===== src/rtl/assert_macros.svh =====
// Assertion helpers included by the RTL top.
`ifndef ASSERT_MACROS_SVH
`define ASSERT_MACROS_SVH

// Property checked at every clock edge outside reset.
`define ASSERT_AT(label, clk, rst, prop, msg) \
  label: assert property (@(posedge clk) disable iff (rst) (prop)) else $error(msg);

// Same-cycle implication.
`define ASSERT_IMPL(label, clk, rst, ante, cons, msg) \
  label: assert property (@(posedge clk) disable iff (rst) (ante) |-> (cons)) else $error(msg);

// Next-cycle implication.
`define ASSERT_NEXT(label, clk, rst, ante, cons, msg) \
  label: assert property (@(posedge clk) disable iff (rst) (ante) |=> (cons)) else $error(msg);

`endif


===== src/rtl/rop_pkg.sv =====
package rop_pkg;

  localparam int DEPTH_DEF = 16;
  localparam int OCC_W     = 5;

  typedef enum logic {
    REQ_INSERT,
    REQ_POP
  } req_kind_t;

  typedef enum logic [1:0] {
    ST_INSERTED,
    ST_POPPED,
    ST_FULL,
    ST_EMPTY
  } status_t;

  typedef struct packed {
    req_kind_t   req_type;
    logic [31:0] entry_name;
    logic [7:0]  entry_rank;
  } req_t;

  typedef struct packed {
    status_t          status;
    logic [31:0]      out_name;
    logic [7:0]       out_rank;
    logic [OCC_W-1:0] occupancy;
  } rsp_t;

  typedef struct packed {
    logic [7:0]  rank;
    logic [31:0] name;
  } entry_t;

  typedef struct packed {
    logic   ins;
    logic   pop;
    entry_t key;
  } cell_ctl_t;

endpackage


===== src/rtl/rop_cell.sv =====
module rop_cell (
  input  logic               clk,
  input  rop_pkg::cell_ctl_t ctl,
  input  logic               occupied,
  input  logic               prev_before,
  input  rop_pkg::entry_t    prev_entry,
  input  rop_pkg::entry_t    next_entry,
  output logic               ahead,
  output rop_pkg::entry_t    entry
);
  import rop_pkg::*;

  entry_t entry_next;

  // held entry sorts at or ahead of the new key
  assign ahead = occupied &&
                 ((entry.rank < ctl.key.rank) ||
                  ((entry.rank == ctl.key.rank) && (entry.name <= ctl.key.name)));

  always_comb begin
    entry_next = entry;
    if (ctl.ins && !ahead) begin
      entry_next = prev_before ? ctl.key : prev_entry;
    end else if (ctl.pop) begin
      entry_next = next_entry;
    end
  end

  always_ff @(posedge clk) begin
    entry <= entry_next;
  end

endmodule


===== src/rtl/rank_ordered_priority_queue_top.sv =====
// Sorted priority queue of DEPTH entries held in a row of cells, front in cell 0,
// ordered by (rank, name) with equal keys in arrival order. Every cell compares
// its entry with the incoming key in parallel and either holds, loads the key or
// shifts, so one request is taken per cycle and its result appears in the output
// register on the next cycle. The only hold-off is rsp_stall: while a result
// waits, req_stall is high. Insert on a full queue and pop on an empty one leave
// the contents untouched and are reported in status. No clearing pass after reset.
`include "assert_macros.svh"

module rank_ordered_priority_queue_top #(
  parameter int DEPTH = rop_pkg::DEPTH_DEF
) (
  input  logic          clk,
  input  logic          rst,
  input  logic          req_valid,
  output logic          req_stall,
  input  rop_pkg::req_t req,
  output logic          rsp_valid,
  input  logic          rsp_stall,
  output rop_pkg::rsp_t rsp
);
  import rop_pkg::*;

  localparam int CW = $clog2(DEPTH + 1);

  logic [CW-1:0] cnt;
  logic [CW-1:0] cnt_next;
  logic          rsp_valid_next;
  rsp_t          rsp_next;
  cell_ctl_t     ctl;
  entry_t        ent [DEPTH];
  logic          bef [DEPTH];
  logic          occ [DEPTH];
  logic          accept;
  logic          full;
  logic          empty;
  logic          front_ok;

  assign req_stall = rsp_valid && rsp_stall;
  assign accept    = req_valid && !req_stall;
  assign full      = (cnt == CW'(DEPTH));
  assign empty     = (cnt == '0);

  assign ctl.ins       = accept && (req.req_type == REQ_INSERT) && !full;
  assign ctl.pop       = accept && (req.req_type == REQ_POP) && !empty;
  assign ctl.key.rank  = req.entry_rank;
  assign ctl.key.name  = req.entry_name;

  for (genvar i = 0; i < DEPTH; i++) begin : g_cell
    assign occ[i] = (cnt > CW'(i));
    rop_cell u_cell (
      .clk        (clk),
      .ctl        (ctl),
      .occupied   (occ[i]),
      .prev_before((i == 0) ? 1'b1 : bef[(i == 0) ? 0 : i - 1]),
      .prev_entry ((i == 0) ? ctl.key : ent[(i == 0) ? 0 : i - 1]),
      .next_entry ((i == DEPTH - 1) ? ent[i] : ent[(i == DEPTH - 1) ? i : i + 1]),
      .ahead      (bef[i]),
      .entry      (ent[i])
    );
  end

  always_comb begin
    cnt_next = cnt;
    if (ctl.ins) begin
      cnt_next = cnt + CW'(1);
    end else if (ctl.pop) begin
      cnt_next = cnt - CW'(1);
    end

    rsp_next.out_name = '0;
    rsp_next.out_rank = '0;
    if (req.req_type == REQ_INSERT) begin
      rsp_next.status = full ? ST_FULL : ST_INSERTED;
    end else if (empty) begin
      rsp_next.status = ST_EMPTY;
    end else begin
      rsp_next.status   = ST_POPPED;
      rsp_next.out_name = ent[0].name;
      rsp_next.out_rank = ent[0].rank;
    end
    rsp_next.occupancy = OCC_W'(cnt_next);

    rsp_valid_next = accept || (rsp_valid && rsp_stall);
  end

  always_ff @(posedge clk) begin
    if (rst) begin
      cnt       <= '0;
      rsp_valid <= 1'b0;
    end else begin
      cnt       <= cnt_next;
      rsp_valid <= rsp_valid_next;
    end
  end

  always_ff @(posedge clk) begin
    if (accept) begin
      rsp <= rsp_next;
    end
  end

  assign front_ok = ({ent[0].rank, ent[0].name} <= {ent[1].rank, ent[1].name});

  `ASSERT_AT(a_cnt_bound, clk, rst, cnt <= CW'(DEPTH), "count beyond depth")
  `ASSERT_NEXT(a_ins_count, clk, rst, ctl.ins, cnt == $past(cnt) + CW'(1), "insert not counted")
  `ASSERT_IMPL(a_rsp_occ, clk, rst, rsp_valid, rsp.occupancy == OCC_W'(cnt), "occupancy mismatch")
  `ASSERT_IMPL(a_front_order, clk, rst, cnt >= CW'(2), front_ok, "front out of order")

endmodule


===== config.mk =====
export PLATFORM = sky130hd
export DESIGN_NAME = rank_ordered_priority_queue_top
export DESIGN_NICKNAME = d
export VERILOG_FILES = /design/src/rtl/rop_pkg.sv /design/src/rtl/rop_cell.sv /design/src/rtl/rank_ordered_priority_queue_top.sv
export VERILOG_INCLUDE_DIRS = /design/src /design/src/rtl
export SDC_FILE = /design/constraint.sdc
export NUM_CORES = 2
export LEC_CHECK = 0
export BUFFER_PORTS_ARGS = -buffer_cell sky130_fd_sc_hd__buf_2
export CORE_ASPECT_RATIO = 2
export CORE_MARGIN = 3
export CORE_UTILIZATION = 55
export CTS_CLUSTER_SIZE = 8
export DETAILED_ROUTE_END_ITERATION = 10
export PLACE_DENSITY = 0.84
export SLEW_MARGIN = 20
export SYNTH_ARGS = -nofsm -noshare
export SYNTH_HDL_FRONTEND = slang
export SYNTH_SLANG_ARGS = --single-unit

===== constraint.sdc =====
create_clock -name clk -period 4.7 [get_ports clk]
set_clock_uncertainty 0.15 [all_clocks]
set_input_delay 0.705 -clock clk [delete_from_list [all_inputs] [get_ports clk]]
set_output_delay 0.705 -clock clk [all_outputs]
set_load 0.02 [all_outputs]

==> metrics.yaml <==
synth.top_cell.area_share_pct: 40.5
finalSetupViolations: 5
gp_congestion: 1.12
cp_slowest_cell: "edfxtp_1"
die_area_sq_um: 96500
num-nets-final: 5797
max_slew_margin_pct: 29.2
ys_ff_latch: 693
synth_edf_count: 687
muxShareOfSynthArea_pct: 9.89
syn-num-nets: 5691
synth_xor_xnor_area_share_pct: 0.0688
drtAntennaViolNets: 0
n_fill_cell: 7017
clkTransAtPathRegs_ps: 50
yosys.area.top_type: "edfxtp_1"
postCtsSetupRepairBufs: 0
synth_top_family_by_area: "compound AO/OA/AOI/OAI gates"
crit_top_cell: "or3_1"
worst_slew_pin_slew_ps: 1060
critPathBufInv: 1
critPathArrivalTime_ps: 4950
drive_gt1_share_pct: 14.1
vias: 47100
hold_path_class: "in2reg"
synth_adder_area_share_pct: 15.9
crit_path_end_kind: "register"
tritoncts: "yes"
vias_per_cell: 7.44
synthTopCellsByArea: "edfxtp_1 41%, ha_1 16%, a21oi_1 7.6%"
grt_max_degree: 81
grt_pass1_vias: 45700
dp_slack_ps: 22.8
drtIter0Drc: 6922
yosysUniqueCellTypes: 73
insertion_delay_ps: 720
totalPowerFinal_uw: 21200
die_w_um: 221
async_flop_share_pct: 0
crit_required_ps: 4950
clock_sinks: 693
postLayoutSetupSlackWorst_ps: -2.20
core_area_sq_um: 91700
final_max_slew_viol_count: 0
num_io_pins: 94
rows: 157
synth_compound_area_share_pct: 19.7
peakVddDrop_v: 0.000423
final_common_cell: "a21oi_1"
grt_use_total_pct: 42.4
dr.pass1.iters: 9
die_height_um: 436
critPathKind: "reg2reg"
multi_input_area_sq_um: 28600
critPathMaxFanout: 16
cts_root_buffer: "clkbuf_16"
cts_inserted_buffers: 96
routed_wl_um: 210000
synth_seq_area_share_pct: 40.8
cts_resized: 0
dp_hpwl_um: 150000
synth_simple_gate_area_share_pct: 9.78
drc: 0
grt_overflow: 0
antenna_found_initial: 16
fin_cells: 6331
crit_path_start_kind: "register"
cellPowerDensity_nw_per_um2: 370
crit_family: "simple AND/OR/NAND/NOR gates"
yosys_warnings: 0
max_freq_mhz: 213
area_delta_synth_final_pct: 12.5
crit_chain: "ha_1 > nand4_1 > or3_1 > or4_1 > or3_1 > and3_1 > nor3_4 > nand2b_2 > buf_4"
postCtsHoldBufs: 0
cap_violations: 0
h-tree-depth: 3
wire_per_inst_um: 33.2
crit_path_max_incr_delay_ps: 640
finalHoldViolations: 0
status: "finished, violations left"
netlist_instances: 5001
rsz0062_at_grt: "no"
io_buffers: 93
place_inst: 6200
syn_avg_cell_area_sq_um: 10.2
setup_tns_ps: -6.90
violations: "negative setup slack"
clk_path_buf_depth: 3
regArea_sq_um: 20700
layout_common_cells: "775 x a21oi_1, 687 x edfxtp_1, 645 x ha_1"
fin_crit_ps: 4700
p_leak_uw: 0.0238
syn_area_sq_um: 50900
finalCritPeriodShare_pct: 100
grt_pass1_wl_um: 303000
ys.flop_type: "edfxtp_1"
start_util_pct: 55.5
==> per-layer routing <==
layer  GRT usage [%]  up-vias  wire (um)
met5               0        -         50
met4            41.0        6      26500
met3            11.6     1172      26100
met2            66.2     3769      93100
met1            45.9    22200      64200
li1                -    19900          -
==> layout make-up <==
class,count,area share [%]
Timing Repair Buffer,401,5.94
Inverter,130,0.852
Sequential cell,693,36.2
Clock inverter,6,0.144
Antenna cell,18,0.0786
Multi-Input combinational cell,3785,49.8
Tap cell,1192,2.60
Clock buffer,106,4.33
==> worst reg2reg max path: cells and delay by family, from the launching register on <==
kind          cells  cell delay, ps
simple gates      7            2880
flops             1             640
fa+ha+maj         1             440
buf+inv           1             270
==> synth_stat cells, types with 4 or more instances <==
master / n
a211oi_1: 28
o31ai_1: 12
a221oi_1: 11
nor4b_1: 6
o21ai_1: 26
o21bai_1: 6
nand3b_1: 7
nand4_1: 149
nor4_1: 70
buf_1: 25
and4_1: 9
edfxtp_1: 687
mux2_2: 118
mux2i_1: 367
nor2_1: 72
a211o_1: 5
a21o_1: 48
nand2b_1: 22
nor3_1: 22
nand3_1: 230
and2_1: 47
nand2_1: 140
or4_1: 12
a21oi_1: 778
a2111oi_0: 13
o21ai_0: 316
or3_1: 12
nor2b_1: 41
o21a_1: 9
o211ai_1: 37
buf_2: 40
or3b_2: 39
a32oi_1: 41
a21boi_0: 14
o22ai_1: 4
a31oi_1: 365
and3_1: 6
clkbuf_1: 328
inv_1: 130
dfxtp_1: 6
ha_1: 645
a221o_1: 8
==> where the power goes <==
part / switching, uW / internal, uW / leakage, uW
Combinational: 3700 / 2180 / 0.0160
Sequential: 937 / 7980 / 0.00650
Clock: 2730 / 3670 / 0.00126
Total: 7360 / 13800 / 0.0238
==> registers in the layout, indices dropped and copies added (netlist names) <==
signal	flops
g_cell.u_cell.entry	640
rsp_valid	1
rsp	47
cnt	5
==> metrics by stage <==
step                      instance area [sq um]  hold slack [ps]  utilization, %
after floorplan                           50900              398               -
after global placement                    54700              410            59.6
after detailed placement                  54700              422            59.6
after CTS                                 57200             68.0            62.4
after global routing                      57300              118            62.4
final                                     57300             82.8            62.5
==> logic make-up after synthesis <==
logic type               Yosys count
flip-flops                       693
AND/OR/NAND/NOR                  901
multiplexers                     488
XOR/XNOR                           4
AO/OA/AOI/OAI                   1746
buffers and inverters            524
adder cells (fa/ha/maj)          645
==> worst paths after layout <==
path              cells past startpoint  slack [ps]                                    end                                  start
hold reg to reg                       1         440  g_cell[15].u_cell.entry[32]$_DFFE_PP_  g_cell[14].u_cell.entry[32]$_DFFE_PP_
setup reg to reg                      9          -2   g_cell[5].u_cell.entry[37]$_DFFE_PP_   g_cell[5].u_cell.entry[31]$_DFFE_PP_
hold / removal                        3          80                   rsp_valid$_SDFF_PP0_                              req_valid
setup / recovery                      9          -2   g_cell[5].u_cell.entry[37]$_DFFE_PP_   g_cell[5].u_cell.entry[31]$_DFFE_PP_
Note: power is estimated with default switching activity, not from simulation.
